<file path="src/rtl/core/stkbt_queue.sv">
// ----------------------------------------------------------------------------
// Spectrum top-K bin tracker frame queue
// Two-entry FIFO of finished frame lists between front and back end.
// ----------------------------------------------------------------------------
module stkbt_queue #(
  parameter int unsigned WIDTH = 132
) (
  input  logic             clk_i,
  input  logic             rst_ni,
  input  logic             push_i,
  input  logic [WIDTH-1:0] data_i,
  input  logic             pop_i,
  output logic [WIDTH-1:0] data_o,
  output logic             full_o,
  output logic             empty_o
);

  logic [WIDTH-1:0] entry_q [2];
  logic             wr_q, rd_q;
  logic [1:0]       cnt_q;

  assign full_o  = cnt_q == 2'd2;
  assign empty_o = cnt_q == 2'd0;
  assign data_o  = entry_q[rd_q];

  always_ff @(posedge clk_i) begin
    if (push_i) begin
      entry_q[wr_q] <= data_i;
    end
  end

  always_ff @(posedge clk_i or negedge rst_ni) begin
    if (!rst_ni) begin
      wr_q  <= 1'b0;
      rd_q  <= 1'b0;
      cnt_q <= 2'd0;
    end else begin
      if (push_i) begin
        wr_q <= ~wr_q;
      end
      if (pop_i) begin
        rd_q <= ~rd_q;
      end
      cnt_q <= cnt_q + 2'(push_i) - 2'(pop_i);
    end
  end

endmodule

</file>
<file path="config.mk">
export PLATFORM = sky130hd
export DESIGN_NAME = stkbt_queue
export DESIGN_NICKNAME = d
export VERILOG_FILES = /design/src/rtl/core/stkbt_queue.sv
export SDC_FILE = /design/constraint.sdc
export NUM_CORES = 1
export LEC_CHECK = 0
export BUFFER_PORTS_ARGS = -buffer_cell sky130_fd_sc_hd__buf_4
export CAP_MARGIN = 20
export CORE_MARGIN = 2
export CORE_UTILIZATION = 56
export CTS_CLUSTER_SIZE = 30
export DETAILED_ROUTE_END_ITERATION = 10
export GPL_ROUTABILITY_DRIVEN = 0
export PLACE_DENSITY_LB_ADDON = 0.25
export SYNTH_ARGS = -nofsm -noshare
export SYNTH_HDL_FRONTEND = slang
export SYNTH_SLANG_ARGS = --single-unit
</file>
<file path="constraint.sdc">
create_clock -name clk_i -period 15.9 [get_ports clk_i]
set_input_delay 2.385 -clock clk_i [delete_from_list [all_inputs] [get_ports clk_i]]
set_output_delay 2.385 -clock clk_i [all_outputs]
set_load 0.01 [all_outputs]
</file>
==> metrics.log, run 1 <==
INFO  metric totalNegativeSetupSlack = 0 ps
INFO  metric via_per_inst = ~5.2
INFO  metric largest_net_degree_at_the_start_of_global_routing = 82
INFO  metric fin_area = 13000 um2
INFO  metric clk-insertion-delay-late = about 510 ps
INFO  metric worst_setup_path_end_kind = output pin
INFO  metric status = complete, no violations
INFO  metric cts.path.max_buffers = 3
INFO  metric place.port_buffers = 269
INFO  metric ctsHoldBuffers = 0
INFO  metric wire_per_inst = 19.4 um
INFO  metric pre_cts_ws = 10740 ps
INFO  metric pin_count = 270
INFO  metric start_util = 0.576
INFO  metric p_per_area = 175 nW/um2
INFO  metric sum_of_overflow_across_all_layers_after_global_routing = 0
INFO  metric achievable_freq = 180 MHz
INFO  metric cts_root_buf = sky130_fd_sc_hd__clkbuf_16
INFO  metric synth.distinct_cells = 13
INFO  metric cap_violations = 0
INFO  metric yosysSeqAreaShare = 0.802
INFO  metric timing.max_slew.rel_slack = 0.285
INFO  metric dieArea = 19000 um2
INFO  metric synthesis.area_per_instance = 23.5 um2
INFO  metric setup_repair_after_global_routing_missed_its_margin = no
INFO  metric ys_seq_elements = 268
INFO  metric worst-endpoint-arrival = 3180 ps
INFO  metric crit_path_max_fanout = 53
INFO  metric area.growth.synth_to_final = 29.6%
INFO  metric mappedNetlistNets = about 560
INFO  metric core_region_area = 17400 um2
INFO  metric crit_type = reg2out
INFO  metric timing_worst_slew_pin_value = 1070 ps
INFO  metric hpwlAfterDp = 12400 um
INFO  metric min_path_type = reg2reg
INFO  metric num_vias = about 5000
INFO  metric number_of_nets_in_the_layout = 850
INFO  metric drt_iter0_drc = 239
INFO  metric cts_buffers = 25
INFO  metric drt_first_pass_iters = 4
INFO  metric routed_wl = ~19000 um
INFO  metric core.rowCount = 48
INFO  metric final_min_period_over_clock_period = 0.350
INFO  metric grt_first_pass_wirelength = 26900 um
INFO  metric placedInstanceArea = 12200 um2
INFO  metric synth_warnings = 0
INFO  metric leakagePower = 5.09 nW
INFO  metric first_global_vias = 5170
INFO  metric placedCellCount = 909
INFO  metric layout.cells.most_common = sky130_fd_sc_hd__buf_4
INFO  metric postCtsResizedCells = 0
INFO  metric maximum_vdd_ir_drop = 148 uV
INFO  metric die_h = between 100 and 150 um
INFO  metric final_layout_size_suffix_gt1_frac = 0.607
INFO  metric antennaDiodeCount = 0
INFO  metric horizontal_die_dimension = 138 um
INFO  metric finalSetupViolCount = 0
INFO  metric hold_violation_count_in_the_final_report = 0
INFO  metric final.hold.worst_slack = 544 ps
INFO  metric fillCellCount = between 1000 and 1500
INFO  metric clock_skew = 6.03 ps
INFO  metric util_after_layout = 0.747
INFO  metric start_kind = flop
INFO  metric final.setup.worst_slack = 10340 ps
INFO  metric tritoncts_clock_tree = built
INFO  metric post_synth_instance_area = about 10000 um2
INFO  metric cp.required = 13520 ps
INFO  metric layout_common_cells = sky130_fd_sc_hd__buf_4, sky130_fd_sc_hd__edfxtp_1, sky130_fd_sc_hd__mux2_4
INFO  metric fin_cells = between 900 and 1000
INFO  metric antenna_left = 0
INFO  metric final_max_slew_viol_count = 0
INFO  metric post-cts-setup-buffers = 0
INFO  metric power = about 2.3 mW
INFO  metric cts.htree.levels = 1
INFO  metric cts.sinks = around 270
INFO  metric cts.clk_slew.worst_paths = 60 ps
INFO  metric drt_drc_violations_left = 0
INFO  metric synth_cells = 426
INFO  metric antenna_found_initial = 0
INFO  metric final.min_clock_period = ~5600 ps
INFO  metric globalRouteTotalUtil = 0.190
==> cells by family (layout without fill, tap and decap cells) <==
family / Yosys count / count (layout) / synth area share
buf+inv: 17 / 319 / 0.0139
flops: 268 / 268 / 0.802
mux: 132 / 132 / 0.175
simple gates: 4 / 4 / 0.00225
xor+xnor: 3 / 3 / 0.00413
fa+ha+maj: 2 / 2 / 0.00250
==> worst paths after layout <==
path	startpoint	slack [ps]	end	cells past startpoint
max	rd_q$_DFFE_PN0P_	10340	data_o[24]	4
max in group asynchronous	rst_ni	14120	rd_q$_DFFE_PN0P_	1
min in group asynchronous	rst_ni	1660	cnt_q[1]$_DFF_PN0_	1
min	wr_q$_DFFE_PN0P_	540	wr_q$_DFFE_PN0P_	1
min reg2reg	wr_q$_DFFE_PN0P_	540	wr_q$_DFFE_PN0P_	1
max reg2reg	wr_q$_DFFE_PN0P_	13420	entry_q[1][125]$_DFFE_PP_	2
==> layer usage <==
metal	wire length (um)	vias to the layer above	part of all wire	global-route usage
met5	0	-	0	0
met4	615	0	0.033	0.0659
met3	1910	39	0.10	0.0725
met2	9220	235	0.50	0.324
met1	6760	2397	0.37	0.220
li1	-	2261	-	-
==> area by class of cell <==
type	instances	area [um2]	area share
tap	225	282	0.0217
multi-input combinational	141	1850	0.142
sequential	268	8030	0.619
clock inverter	16	98.8	0.00762
clock buffer	27	633	0.0488
timing repair buffer	274	2070	0.160
inverter	2	7.51	0.000579
==> sequential cells by signal, indices dropped and copies added (netlist names) <==
register  count
cnt_q         2
entry_q     264
wr_q          1
rd_q          1
==> cell usage after synthesis, drive strengths merged <==
master,instances,area share
buf,15,0.013
inv,2,0.00075
mux2,132,0.17
ha,2,0.0025
xor3,1,0.0024
nor2,1,0.00037
edfxtp,264,0.79
dfrtp,4,0.010
xor2,2,0.0018
nor2b,2,0.0013
and2,1,0.00063
==> critical path, stage by stage, from the launching register on <==
cell and delay (ps):
sky130_fd_sc_hd__dfrtp_4 1080, sky130_fd_sc_hd__buf_4 630, sky130_fd_sc_hd__buf_12 330, sky130_fd_sc_hd__mux2_2 400, sky130_fd_sc_hd__buf_4 150
==> where the power goes <==
group,switching [mW],internal (mW)
Sequential,0.0691,0.940
Combinational,0.316,0.408
Clock,0.234,0.301
Total,0.618,1.65
No activity file was read; power rests on OpenSTA's default activity.
==> run 2: changes to the inputs <==
ABC_AREA = 1   (was unset)
CORE_UTILIZATION = 52   (was 56)
clock period = 5.24 ns   (was 15.9 ns; I/O delays follow)
==> metrics.log, run 2 <==
INFO  metric fin_cells = 1239 (+30%)
INFO  metric ctsHoldBuffers = 0 (unchanged)
INFO  metric tritoncts_clock_tree = built
INFO  metric comb_power_share = 0.307 (-0.012)
INFO  metric worst-endpoint-arrival = 2580 ps (-600 ps)
INFO  metric via_per_inst = 4.88 (-5.6%)
INFO  metric achievable_freq = roughly 300 MHz
INFO  metric crit_path_max_fanout = 114 (+120%)
INFO  metric post_synth_instance_area = 9940 um2 (-0.69%)
INFO  metric finalSetupViolCount = 0 (unchanged)
INFO  metric asyncSetResetFlopFracSynth = 0.0149 (unchanged)
INFO  metric synth_cells = 714 (+68%)
INFO  metric start_kind = flop
INFO  metric cts_root_buf = sky130_fd_sc_hd__clkbuf_16
INFO  metric slowest_delay = 1090 ps (about the same)
INFO  metric synth_common_cells = sky130_fd_sc_hd__edfxtp_1, sky130_fd_sc_hd__inv_1, sky130_fd_sc_hd__nand2_1
INFO  metric final_layout_size_suffix_gt1_frac = 0.309 (-0.298)
INFO  metric maximum_vdd_ir_drop = 413 uV (+180%)
INFO  metric timing_worst_slew_pin_value = 1120 ps (+43.9 ps)
INFO  metric final_max_slew_viol_count = 0 (unchanged)
INFO  metric yosysMostFrequentCell = sky130_fd_sc_hd__edfxtp_1
INFO  metric drt_first_pass_iters = 4 (unchanged)
INFO  metric first_global_vias = 5785 (+12%)
INFO  metric mappedNetlistNets = 852 (+51%)
INFO  metric path_cells = buf_4 > nand2_1 > o21ai_0 > buf_4
INFO  metric largest_register = entry_q
INFO  metric synth.largest_area_cell = sky130_fd_sc_hd__edfxtp_1
INFO  metric fin_area = 13000 um2 (about the same)
INFO  metric final.hold.worst_slack = 54.9 ps (-489 ps)
INFO  metric reg.largest.list = entry_q (264), cnt_q (2)
INFO  metric area.growth.synth_to_final = 30.5%
INFO  metric final_min_period_over_clock_period = 0.642
INFO  metric layout_common_cells = sky130_fd_sc_hd__buf_4, sky130_fd_sc_hd__edfxtp_1, sky130_fd_sc_hd__inv_1, sky130_fd_sc_hd__nand2_1, sky130_fd_sc_hd__o21ai_0
INFO  metric antennaDiodeCount = 0 (unchanged)
INFO  metric antenna_found_initial = 0 (unchanged)
INFO  metric dieArea = 20200 um2 (+6.7%)
INFO  metric worst_r2r_path_depth = 3 (+1)
INFO  metric util_after_layout = 0.693 (-0.0543)
INFO  metric num_vias = 6050 (+23%)
INFO  metric fillCellCount = 1265 (+26%)
INFO  metric sum_of_overflow_across_all_layers_after_global_routing = 0 (unchanged)
INFO  metric synth.distinct_cells = 12 (-1)
INFO  metric netlist.area_leader.share = 0.798 (+0.00549)
INFO  metric final.setup.worst_slack = 1880 ps (-8460 ps)
INFO  metric synthTopCellsByArea = sky130_fd_sc_hd__edfxtp_1, sky130_fd_sc_hd__o21ai_0, sky130_fd_sc_hd__inv_1, sky130_fd_sc_hd__nand2_1, sky130_fd_sc_hd__buf_2
INFO  metric hpwlAfterDp = 13200 um (+6.2%)
INFO  metric cts.sinks = 268 (unchanged)
INFO  metric placedCellCount = 1193 (+31%)
INFO  metric core_region_area = 18700 um2 (+7.8%)
INFO  metric worst_path_max_delay_cell = sky130_fd_sc_hd__dfrtp_4
INFO  metric status = complete, no violations
INFO  metric cts.path.max_buffers = 3 (unchanged)
INFO  metric place.port_buffers = 269 (unchanged)
INFO  metric grt_first_pass_wirelength = 29800 um (+11%)
INFO  metric routed_wl = 19900 um (+7.8%)
INFO  metric crit_type = reg2out
INFO  metric ys_dominant_reg_cell = sky130_fd_sc_hd__edfxtp_1
INFO  metric leakagePower = 5.50 nW (+7.9%)
INFO  metric die_h = 142 um (+3.3%)
INFO  metric p_sw = 2.13 mW (+240%)
INFO  metric clock_skew = 5.62 ps (-0.414 ps)
INFO  metric ys_seq_elements = 268 (unchanged)
INFO  metric worst_setup_path_end_kind = output pin
INFO  metric cts_buffers = 27 (+8.0%)
INFO  metric path_common_cell = sky130_fd_sc_hd__buf_4
INFO  metric cp.required = 4450 ps (-9070 ps)
INFO  metric final.min_clock_period = 3360 ps
INFO  metric cts.htree.levels = 1 (unchanged)
INFO  metric globalRouteTotalUtil = 0.192 (+0.00270)
INFO  metric antenna_left = 0 (unchanged)
INFO  metric drt_iter0_drc = 379 (+59%)
INFO  metric totalNegativeSetupSlack = 0 ps (unchanged)
INFO  metric timing.max_slew.rel_slack = 0.256 (-0.0293)
INFO  metric horizontal_die_dimension = 142 um (+3.3%)
INFO  metric synthesis.area_per_instance = 13.9 um2 (-41%)
INFO  metric clock_power_share = 0.249 (+0.013)
INFO  metric flip_flop_count_of_the_largest_register_after_layout = 264 (unchanged)
INFO  metric cap_violations = 0 (unchanged)
INFO  metric layout.cells.most_common = sky130_fd_sc_hd__buf_4
INFO  metric largest_net_degree_at_the_start_of_global_routing = 115 (+40%)
INFO  metric setup_repair_after_global_routing_missed_its_margin = no
INFO  metric pre_cts_ws = 2380 ps (-8360 ps)
INFO  metric core.rowCount = 50 (+4.2%)
INFO  metric yosysSeqAreaShare = 0.808 (+0.00556)
INFO  metric seqPwrFrac = 0.444 (about the same)
INFO  metric post-cts-setup-buffers = 0 (unchanged)
INFO  metric hold_violation_count_in_the_final_report = 0 (unchanged)
INFO  metric placedInstanceArea = 12200 um2 (-0.35%)
INFO  metric cts.clk_slew.worst_paths = 60 ps (about the same)
INFO  metric clk-insertion-delay-late = 510 ps (about the same)
INFO  metric intPower = 4.76 mW (+190%)
INFO  metric number_of_nets_in_the_layout = 1126 (+32%)
INFO  metric min_path_type = in2async
INFO  metric wire_per_inst = 16.1 um (-17%)
INFO  metric power = 6.89 mW (+200%)
INFO  metric synth_warnings = 0 (unchanged)
INFO  metric pin_count = 270 (unchanged)
INFO  metric postCtsResizedCells = 0 (unchanged)
INFO  metric drt_drc_violations_left = 0 (unchanged)
INFO  metric power_switching_share = 0.309 (+0.0366)
INFO  metric p_per_area = 531 nW/um2 (+200%)
INFO  metric synth-edff-count = 264 (unchanged)
INFO  metric start_util = 0.531 (-0.0452)
run 2: changes by cell type after synthesis, sizes merged, moves of 13 or more:
cell / change
buf: +13
mux2: -132
o21ai: +132
inv: +137
nand2: +138
run 2: critical path: cells and delay by family, from the launching register on:
family | cells | cell delay [ps]
simple gates | 1 | 80
flops | 1 | 1090
compound gates | 1 | 140
buf+inv | 2 | 720
run 2: final timing paths:
kind	start	to	slack (ps)
setup / recovery	rd_q$_DFFE_PN0P_	data_o[124]	1880
max in group asynchronous	rst_ni	rd_q$_DFFE_PN0P_	5070
hold reg to reg	wr_q$_DFFE_PN0P_	wr_q$_DFFE_PN0P_	550
hold / removal	rst_ni	cnt_q[0]$_DFF_PN0_	50
min in group clk_i	pop_i	rd_q$_DFFE_PN0P_	450
setup reg to reg	wr_q$_DFFE_PN0P_	entry_q[1][6]$_DFFE_PP_	3290
run 2: cell type report:
type / count / area, um2 / area share
Clock buffer: 35 / 706 / 0.0544
Clock inverter: 11 / 81.3 / 0.00627
Inverter: 139 / 524 / 0.0404
Multi-Input combinational cell: 278 / 1240 / 0.0960
Sequential cell: 268 / 8030 / 0.620
Tap cell: 234 / 293 / 0.0226
Timing Repair Buffer: 274 / 2080 / 0.161
run 2: power by group through the flow:
stage	combinational (mW)	clock, mW	sequential [mW]
CTS	2.15	1.75	3.07
global placement	2.10	0	3.09
finish	2.11	1.71	3.06
detailed placement	2.14	0	3.11
global route	2.32	1.84	3.11
floorplan	1.11	0	3.01
run 2: per-layer routing:
metal / up-vias / GRT usage / share of wire
li1: 2947 / - / -
met1: 2804 / 0.250 / 0.40
met2: 269 / 0.319 / 0.48
met3: 30 / 0.0602 / 0.10
met4: 0 / 0.0500 / 0.019
met5: - / 0 / 0
run 2: kinds of logic (layout without fill, tap and decap cells):
kind of cell,count (synthesis),in the layout,share of synthesized area
AO/OA/AOI/OAI,132,132,0.0665
XOR/XNOR,2,2,0.00176
adder cells (fa/ha/maj),2,2,0.00252
buffers and inverters,168,459,0.0675
flip-flops,268,268,0.808
AND/OR/NAND/NOR,142,142,0.0538
