**src/rtl/core/stkbt_pkg.sv**
```systemverilog
// ----------------------------------------------------------------------------
// Spectrum top-K bin tracker package
// Fixed field widths and the saturating hit counter increment.
// ----------------------------------------------------------------------------
package stkbt_pkg;

  localparam int unsigned MAG_W     = 24;
  localparam int unsigned BIN_NUM_W = 9;
  localparam int unsigned RANK_W    = 2;
  localparam int unsigned HIT_W     = 32;

  typedef logic [MAG_W-1:0] mag_t;
  typedef logic [HIT_W-1:0] hit_t;

  // hold at all ones, else advance by one
  function automatic hit_t sat_inc(hit_t v);
    return (v == {HIT_W{1'b1}}) ? v : v + hit_t'(1);
  endfunction

endpackage

```
**src/rtl/core/stkbt_front.sv**
```systemverilog
// ----------------------------------------------------------------------------
// Spectrum top-K bin tracker front end
// Counts bins, keeps the sorted top list and hands a snapshot on frame end.
// ----------------------------------------------------------------------------
module stkbt_front import stkbt_pkg::*; #(
  parameter int unsigned BINS  = 512,
  parameter int unsigned TOP_K = 4
) (
  input  logic                               clk_i,
  input  logic                               rst_ni,
  input  logic                               accept_i,
  input  logic [MAG_W-1:0]                   magnitude_i,
  input  logic                               frame_end_i,
  output logic                               snap_push_o,
  output logic [TOP_K*MAG_W-1:0]             snap_mags_o,
  output logic [TOP_K*$clog2(BINS)-1:0]      snap_bins_o
);

  localparam int unsigned BIN_W = $clog2(BINS);

  logic [BIN_W-1:0] bin_q, bin_d;
  mag_t             mag_q   [TOP_K];
  logic [BIN_W-1:0] idx_q   [TOP_K];
  mag_t             mag_ins [TOP_K];
  logic [BIN_W-1:0] idx_ins [TOP_K];
  logic [TOP_K-1:0] gt;

  // strictly greater only, so ties keep the earlier bin
  always_comb begin
    for (int i = 0; i < TOP_K; i++) begin
      gt[i] = magnitude_i > mag_q[i];
    end
    mag_ins[0] = gt[0] ? magnitude_i : mag_q[0];
    idx_ins[0] = gt[0] ? bin_q : idx_q[0];
    for (int i = 1; i < TOP_K; i++) begin
      if (!gt[i]) begin
        mag_ins[i] = mag_q[i];
        idx_ins[i] = idx_q[i];
      end else if (!gt[i-1]) begin
        mag_ins[i] = magnitude_i;
        idx_ins[i] = bin_q;
      end else begin
        mag_ins[i] = mag_q[i-1];
        idx_ins[i] = idx_q[i-1];
      end
    end
    for (int i = 0; i < TOP_K; i++) begin
      snap_mags_o[i*MAG_W +: MAG_W] = mag_ins[i];
      snap_bins_o[i*BIN_W +: BIN_W] = idx_ins[i];
    end
  end

  assign bin_d       = (bin_q == BIN_W'(BINS - 1)) ? '0 : bin_q + BIN_W'(1);
  assign snap_push_o = accept_i & frame_end_i;

  always_ff @(posedge clk_i or negedge rst_ni) begin
    if (!rst_ni) begin
      bin_q <= '0;
      for (int i = 0; i < TOP_K; i++) begin
        mag_q[i] <= '0;
        idx_q[i] <= '0;
      end
    end else if (accept_i) begin
      if (frame_end_i) begin
        bin_q <= '0;
        for (int i = 0; i < TOP_K; i++) begin
          mag_q[i] <= '0;
          idx_q[i] <= '0;
        end
      end else begin
        bin_q <= bin_d;
        for (int i = 0; i < TOP_K; i++) begin
          mag_q[i] <= mag_ins[i];
          idx_q[i] <= idx_ins[i];
        end
      end
    end
  end

endmodule

```
**config.mk**
```make
export PLATFORM = sky130hd
export DESIGN_NAME = stkbt_front
export DESIGN_NICKNAME = d
export VERILOG_FILES = /design/src/rtl/core/stkbt_pkg.sv /design/src/rtl/core/stkbt_front.sv
export SDC_FILE = /design/constraint.sdc
export NUM_CORES = 1
export LEC_CHECK = 0
export ABC_AREA = 1
export BUFFER_PORTS_ARGS = -buffer_cell sky130_fd_sc_hd__buf_2
export CORE_ASPECT_RATIO = 1.1
export CORE_MARGIN = 2
export CORE_UTILIZATION = 30
export DETAILED_ROUTE_END_ITERATION = 8
export HOLD_SLACK_MARGIN = 0.08
export PLACE_DENSITY = 0.47
export SYNTH_ARGS = -nofsm -noshare
export SYNTH_HDL_FRONTEND = slang
export SYNTH_SLANG_ARGS = --single-unit
```
**constraint.sdc**
```tcl
create_clock -name clk_i -period 5.5 [get_ports clk_i]
set_input_delay 0.275 -clock clk_i [delete_from_list [all_inputs] [get_ports clk_i]]
set_output_delay 0.275 -clock clk_i [all_outputs]
set_load 0.01 [all_outputs]
```
==> results of run 1 <==
## final timing paths
| kind | slack (ns) | to | from | depth (start not counted) |
|---|---|---|---|---|
| setup / recovery | 1.56 | snap_mags_o[61] | mag_q[64] | 15 |
| hold / removal | 0.25 | mag_q[24] | magnitude_i[0] | 5 |
| setup reg to reg | 2.38 | mag_q[60] | mag_q[64] | 14 |
| hold reg to reg | 0.48 | idx_q[1] | idx_q[1] | 2 |
| max in group asynchronous | 3.97 | idx_q[16] | rst_ni | 3 |
| min in group asynchronous | 0.32 | mag_q[87] | rst_ni | 2 |
## routing by layer
layer / part of all wire (%) / wire length (um) / GRT usage (%) / up-vias
li1: - / - / - / 5681
met1: 46 / 18280 / 26.88 / 5297
met2: 49 / 19520 / 35.70 / 228
met3: 4.1 / 1665 / 3.306 / 32
met4: 1.7 / 663 / 5.453 / 0
met5: 0 / 0 / 0 / -
## final cells by class
class / count / share of cell area (%)
Multi-Input combinational cell: 1314 / 51.27
Clock buffer: 18 / 3.275
Timing Repair Buffer: 174 / 6.979
Inverter: 173 / 4.984
Tap cell: 494 / 4.716
Sequential cell: 141 / 26.92
Clock inverter: 14 / 1.852
## critical path, delay by kind of cell (launching register included)
kind                       cells  cell delay, ns
adders and majority gates      1            0.28
buffers and inverters          5            1.25
DFF                            1            0.43
and+or+nand+nor                9            1.16
## cells in the mapped netlist
cell / count
buf_2: 29
nand2_4: 1
dfrtp_1: 141
inv_1: 167
o21ai_2: 4
nor2_8: 1
and2_1: 99
mux2i_1: 1
o22ai_1: 1
o21ai_0: 22
buf_4: 11
nor3_1: 1
nand3_2: 4
o21ai_1: 10
nor4_4: 1
a211oi_1: 1
nand3_1: 330
inv_2: 5
nand4_2: 1
buf_6: 8
buf_1: 8
nand4_1: 5
a21oi_1: 38
nand2_2: 2
clkbuf_1: 30
a21o_1: 8
o21a_1: 1
inv_4: 1
ha_1: 98
nor2_2: 5
nand2_1: 636
nor2_1: 44
## power by group
part           switching, mW  internal [mW]
Sequential             0.167           1.26
Clock                  0.522          0.853
Combinational           1.98           1.07
## stage by stage
| step | total power, mW | setup WS (ns) | area (um2) | hold WS, ns | std cells |
|---|---|---|---|---|---|
| final | 5.851 | 1.564 | 13110 | 0.2524 | 2328 |
| after global routing | 6.361 | 1.207 | 13110 | 0.2711 | 2328 |
| after floorplan | 3.453 | 3.378 | 11350 | -0.02059 | 1714 |
| after detailed placement | 4.541 | 1.941 | 12420 | 0.2234 | 2295 |
| after CTS | 5.939 | 1.514 | 13110 | 0.2411 | 2328 |
| after global placement | 4.524 | 1.933 | 12420 | 0.2270 | 2295 |
## flip-flops by register name, indices dropped and copies added, names as in the netlist
register / count
mag_q: 96
idx_q: 36
bin_q: 9
## logic make-up after synthesis
family          count (synthesis)  synth area share, %
compound gates                 85                4.111
buf+inv                       259                9.798
simple gates                 1130                44.12
flops                         141                31.08
mux                             1              0.08818
fa+ha+maj                      98                10.80
==> out/metrics.yaml, run 1 <==
sta:
  setup_viol: 0
  finalCriticalPeriod_ns: 3.936
  period_share_pct: 71.56
  fmax_mhz: 254.1
  final-max-slew-violation-count: 0
  slew_headroom_pct: 22.67
  rsz0062_at_grt: "false"
  tns_ns: 0
  tightest_slew_ns: 1.160
  finClkSkew_ns: 0.01065
  hold_viol_final: 0
worst_setup_path:
  path_cells: "inv_1, ha_1, nand2_1, nor2_1, nand2_1, nor2_1, inv_1, nor2_2, inv_2, nand2_4, buf_4, nand2_1, nand3_1, and2_1, buf_2"
  critPathCaptureType: "output port"
  crit_required_ns: 5.22
  crit_arrival_ns: 3.66
  crit_slowest_cell: "buf_4"
  critPathLaunchType: "register"
  cp_common_cell: "nand2_1"
  crit_type: "reg -> out"
  slowest_delay_ns: 0.63
  path_max_fanout: 66
floorplan:
  num_rows: 74
  chipHeight_um: 208.0
  die_w_um: 189.5
  die_area_um2: 39410
  start_util_pct: 30.50
  ioPinCount: 161
  core_um2: 37220
place:
  place_hpwl_um: 28010
  portBuffers: 160
  globalplace.congestion: 0.8108
clocking:
  numCtsBuffers: 17
  clk_latency_ns: 0.45
  clock-sinks: 141
  cts_tree: "yes"
  hold_buffers: 1
  path_clk_slew_ns: 0.07
  htree_levels: 4
  clock_path_buffers: 2
  postCtsSetupBuffers: 0
  cts_resized: 0
  root_buffer: "clkbuf_16"
global_routing:
  grt_use_total_pct: 20.73
  grt_overflow_total: 0
  grt_max_degree: 92
  first_global_vias: 11150
  antenna_found_initial: 0
  grt_pass1_wl_um: 63720
finish:
  regArea_um2: 3528
  area_growth_pct: 15.44
  num-fill-cells: 4104
  diodes: 0
  final_cell_mix: "636 x nand2_1, 330 x nand3_1, 166 x inv_1, 159 x buf_2, 141 x dfrtp_1"
  nets: 1947
  multiInputGateArea_um2: 6719
  fin_util_pct: 35.21
  final_layout_size_suffix_gt1_share_pct: 12.60
  final_common_cell: "nand2_1"
yosys:
  synth_cell_types: 32
  syn_nets: 1840
  synthTopCellsByArea: "dfrtp_1 31%, nand2_1 21%, nand3_1 15%"
  syn_inst: 1714
  seq_area_frac_synth_pct: 31.08
  syn-cell-area_um2: 11350
  yosysTopAreaCell: "dfrtp_1"
  synth_top_cell_area_share_pct: 31.08
  synth_area_per_cell_um2: 6.623
  yosys_warnings: 0
  ys_ff_latch: 141
worst_hold_path:
  hold_path_class: "in -> reg"
outcome:
  outcome: "finished, final reports clean"
drt:
  avgViaCountPerCell: 4.827
  drt-total-wl_um: 40120
  drtIter0Drc: 667
  vias: 11240
  drc: 0
  wl_per_cell_um: 17.23
  final_antenna_net_count: 0
  drt-pass1-iter-count: 5
power:
  p_leak_nw: 6.937
  ir_worst_vdd_mv: 0.2264
  p_per_area_nw_per_um2: 446.4
flow_run:
  cap_violations: 0
(Power assumes the default switching activity.)
==> run 2: changes to the inputs <==
--- a/config.mk
+++ b/config.mk
@@ -12,7 +12,7 @@
 export CORE_UTILIZATION = 30
 export DETAILED_ROUTE_END_ITERATION = 8
 export HOLD_SLACK_MARGIN = 0.08
-export PLACE_DENSITY = 0.47
+export PLACE_DENSITY = 0.49
 export SYNTH_ARGS = -nofsm -noshare
 export SYNTH_HDL_FRONTEND = slang
 export SYNTH_SLANG_ARGS = --single-unit
==> constraint.sdc (replaced) <==
create_clock -name clk_i -period 3.5 [get_ports clk_i]
set_input_delay 0.175 -clock clk_i [delete_from_list [all_inputs] [get_ports clk_i]]
set_output_delay 0.175 -clock clk_i [all_outputs]
set_load 0.01 [all_outputs]
==> run 2 against run 1 <==
Hold slack worse by 0.14 ns. Critical endpoint is now snap_bins_o[35]. Core utilization up 0.27 points. Wire length is 0.66% higher. Die area unchanged. Largest power group unchanged. Non-clock buffer count increased by 11. Largest cell class unchanged. Sequential share of layout area shrank 0.20 points. Clock skew increased by 0.0038 ns. Combinational power up 59%. Total power is 54% higher. Design area grew 0.75%. Sequential cell count is the same. Worst setup slack got worse by 1.3 ns. Highest routed layer unchanged.
==> out/metrics.yaml, run 2 (synthesis gave the netlist of run 1 again) <==
place:
  place_hpwl_um: 28270  # was 28010 um
  place_area_um2: 12580  # was 12420 um2
  post-place-cells: 2306  # was 2295
  globalplace.congestion: 0.8149  # was 0.8108
  portBuffers: 160  # unchanged
drt:
  drt-total-wl_um: 40390  # was 40120 um
  vias: 11370  # was 11240
  drc: 0  # unchanged
  drt-pass1-iter-count: 5  # unchanged
  wl_per_cell_um: 17.27  # was 17.23 um
  final_antenna_net_count: 0  # unchanged
  drtIter0Drc: 699  # was 667
  avgViaCountPerCell: 4.862  # was 4.827
global_routing:
  grt_overflow_total: 0  # unchanged
  first_global_vias: 11080  # was 11150
  antenna_found_initial: 0  # unchanged
  grt_max_degree: 70  # was 92
  grt_use_total_pct: 20.77  # was 20.73%
  grt_pass1_wl_um: 63810  # was 63720 um
floorplan:
  ioPinCount: 161  # unchanged
  die_w_um: 189.5  # unchanged
  start_util_pct: 30.50  # unchanged
  core_um2: 37220  # unchanged
  num_rows: 74  # unchanged
  chipHeight_um: 208.0  # unchanged
  die_area_um2: 39410  # unchanged
worst_setup_path:
  r2r_slack_ns: 0.90  # was 2.38 ns
  crit_arrival_ns: 3.10  # was 3.66 ns
  crit_type: "reg -> out"  # unchanged
  crit_required_ns: 3.32  # was 5.22 ns
  r2r_cells: 14  # unchanged
  crit_slowest_cell: "dfrtp_1"  # was buf_4
  path_cells: "inv_1, ha_1, nand2_1, inv_1, nand3_1, nor2_1, nand2_1, a21oi_1, nor2_1, nor2_8, buf_6, nand3_1, and2_1, buf_2"  # was inv_1, ha_1, nand2_1, nor2_1, nand2_1, nor2_1, inv_1, nor2_2, inv_2, nand2_4, buf_4, nand2_1, nand3_1, and2_1, buf_2
  critPathLaunchType: "register"  # unchanged
  path_max_fanout: 21  # was 66
  reg2reg_to: "idx_q[8]"  # was mag_q[60]
  timing.rr.start: "mag_q[19]"  # was mag_q[64]
  slowest_delay_ns: 0.34  # was 0.63 ns
  crit_start: "mag_q[19]"  # was mag_q[64]
  endpoint: "snap_bins_o[35]"  # was snap_mags_o[61]
  critPathCaptureType: "output port"  # unchanged
clocking:
  htree_levels: 4  # unchanged
  clock-sinks: 141  # unchanged
  numCtsBuffers: 17  # unchanged
  clock_path_buffers: 2  # unchanged
  root_buffer: "clkbuf_16"  # unchanged
  path_clk_slew_ns: 0.07  # about the same
  cts_tree: "yes"  # unchanged
  clk_latency_ns: 0.45  # about the same
sta:
  tns_ns: 0  # unchanged
  final-max-slew-violation-count: 0  # unchanged
  finClkSkew_ns: 0.01444  # was 0.01065 ns
  rsz0062_at_grt: "false"  # unchanged
  period_share_pct: 93.56
  tightest_slew_ns: 0.7161  # was 1.160 ns
  hold_viol_final: 0  # unchanged
  setup_viol: 0  # unchanged
  slew_headroom_pct: 52.26  # was 22.67%
  fmax_mhz: 305.4
  finalCriticalPeriod_ns: 3.275
finish:
  diodes: 0  # unchanged
  largest_register_ffs: 96  # unchanged
  area_growth_pct: 16.31  # was 15.44%
  largestRegisters: "mag_q x96, idx_q x36, bin_q x9"  # unchanged
  nets: 1958  # was 1947
  final_common_cell: "nand2_1"  # unchanged
  final_cell_area_um2: 13200  # was 13110 um2
  final_cell_mix: "636 x nand2_1, 330 x nand3_1, 166 x inv_1, 159 x buf_2, 141 x dfrtp_1"  # unchanged
  top_register: "mag_q"  # unchanged
  fin_cells: 2339  # was 2328
  final_layout_size_suffix_gt1_share_pct: 13.17  # was 12.60%
power:
  p_per_area_nw_per_um2: 681.8  # was 446.4 nW/um2
  ir_worst_vdd_mv: 0.4131  # was 0.2264 mV
  p_leak_nw: 6.993  # was 6.937 nW
  power_mw: 9.002  # was 5.851 mW
outcome:
  outcome: "finished, final reports clean"  # unchanged
worst_hold_path:
  hold_path_class: "in -> reg"  # unchanged
flow_run:
  cap_violations: 0  # unchanged
## run 2: cell types whose count changed in the layout (fill, tap and decap cells not counted), sizes merged
cell	before	now
buf	173	184
inv	172	176
clkinvlp	3	1
clkinv	6	8
bufinv	6	2
## run 2: critical path, delay by kind of cell, from the launching register on
family	cells	cell delay (ns)
AND/OR/NAND/NOR	8	1.29
buffers and inverters	4	0.53
flip-flops	1	0.34
adder cells (fa/ha/maj)	1	0.29
AO/OA/AOI/OAI	1	0.17
## run 2: layout make-up
class	count	area, um2
Fill cell	4116	24020
Tap cell	494	618.1
Clock buffer	18	439.2
Sequential cell	141	3528
Inverter	173	655.6
Multi-Input combinational cell	1314	6724
Timing Repair Buffer	185	1080
Clock inverter	14	158.9
## run 2: power breakdown
part	internal, mW	switching, mW
Clock	1.08	0.835
Combinational	1.74	3.11
Sequential	1.98	0.257
## run 2: what timing repair did
| action | in CTS | in global routing |
|---|---|---|
| hold buffers | 1 | 0 |
| buffers inserted | 0 | 0 |
| resized for setup | 0 | 5 |
| endpoints found under the hold margin | 36 | 0 |
| setup endpoints to repair | 0 | 61 |
## run 2: worst min path at each step
| stage | depth (start not counted) | to | startpoint | slack, ns |
|---|---|---|---|---|
| 2_1_floorplan | 0 | bin_q[0] | rst_ni | -0.12 |
| 3_3_place_gp | 1 | mag_q[62] | rst_ni | 0.14 |
| 3_5_place_dp | 1 | mag_q[17] | rst_ni | 0.14 |
| 4_1_cts | 4 | bin_q[2] | frame_end_i | 0.08 |
| 5_1_grt | 4 | bin_q[2] | frame_end_i | 0.13 |
| 6_report | 4 | bin_q[2] | frame_end_i | 0.12 |
## run 2: metal layers
layer	up-vias	GRT usage (%)	part of all wire (%)
met5	-	0	0
li1	5724	-	-
met2	263	35.62	49
met3	41	3.458	4.9
met1	5344	26.87	45
met4	0	5.720	1.9
## run 2: through the flow
stage	worst slack [ns]	utilization (%)	hold slack, ns
after global routing	0.006330	35.47	0.1268
after global placement	0.4910	33.80	0.1390
final	0.2253	35.47	0.1168
after detailed placement	0.5111	33.80	0.1382
after CTS	0.007897	35.43	0.08498
after floorplan	1.478	-	-0.1206
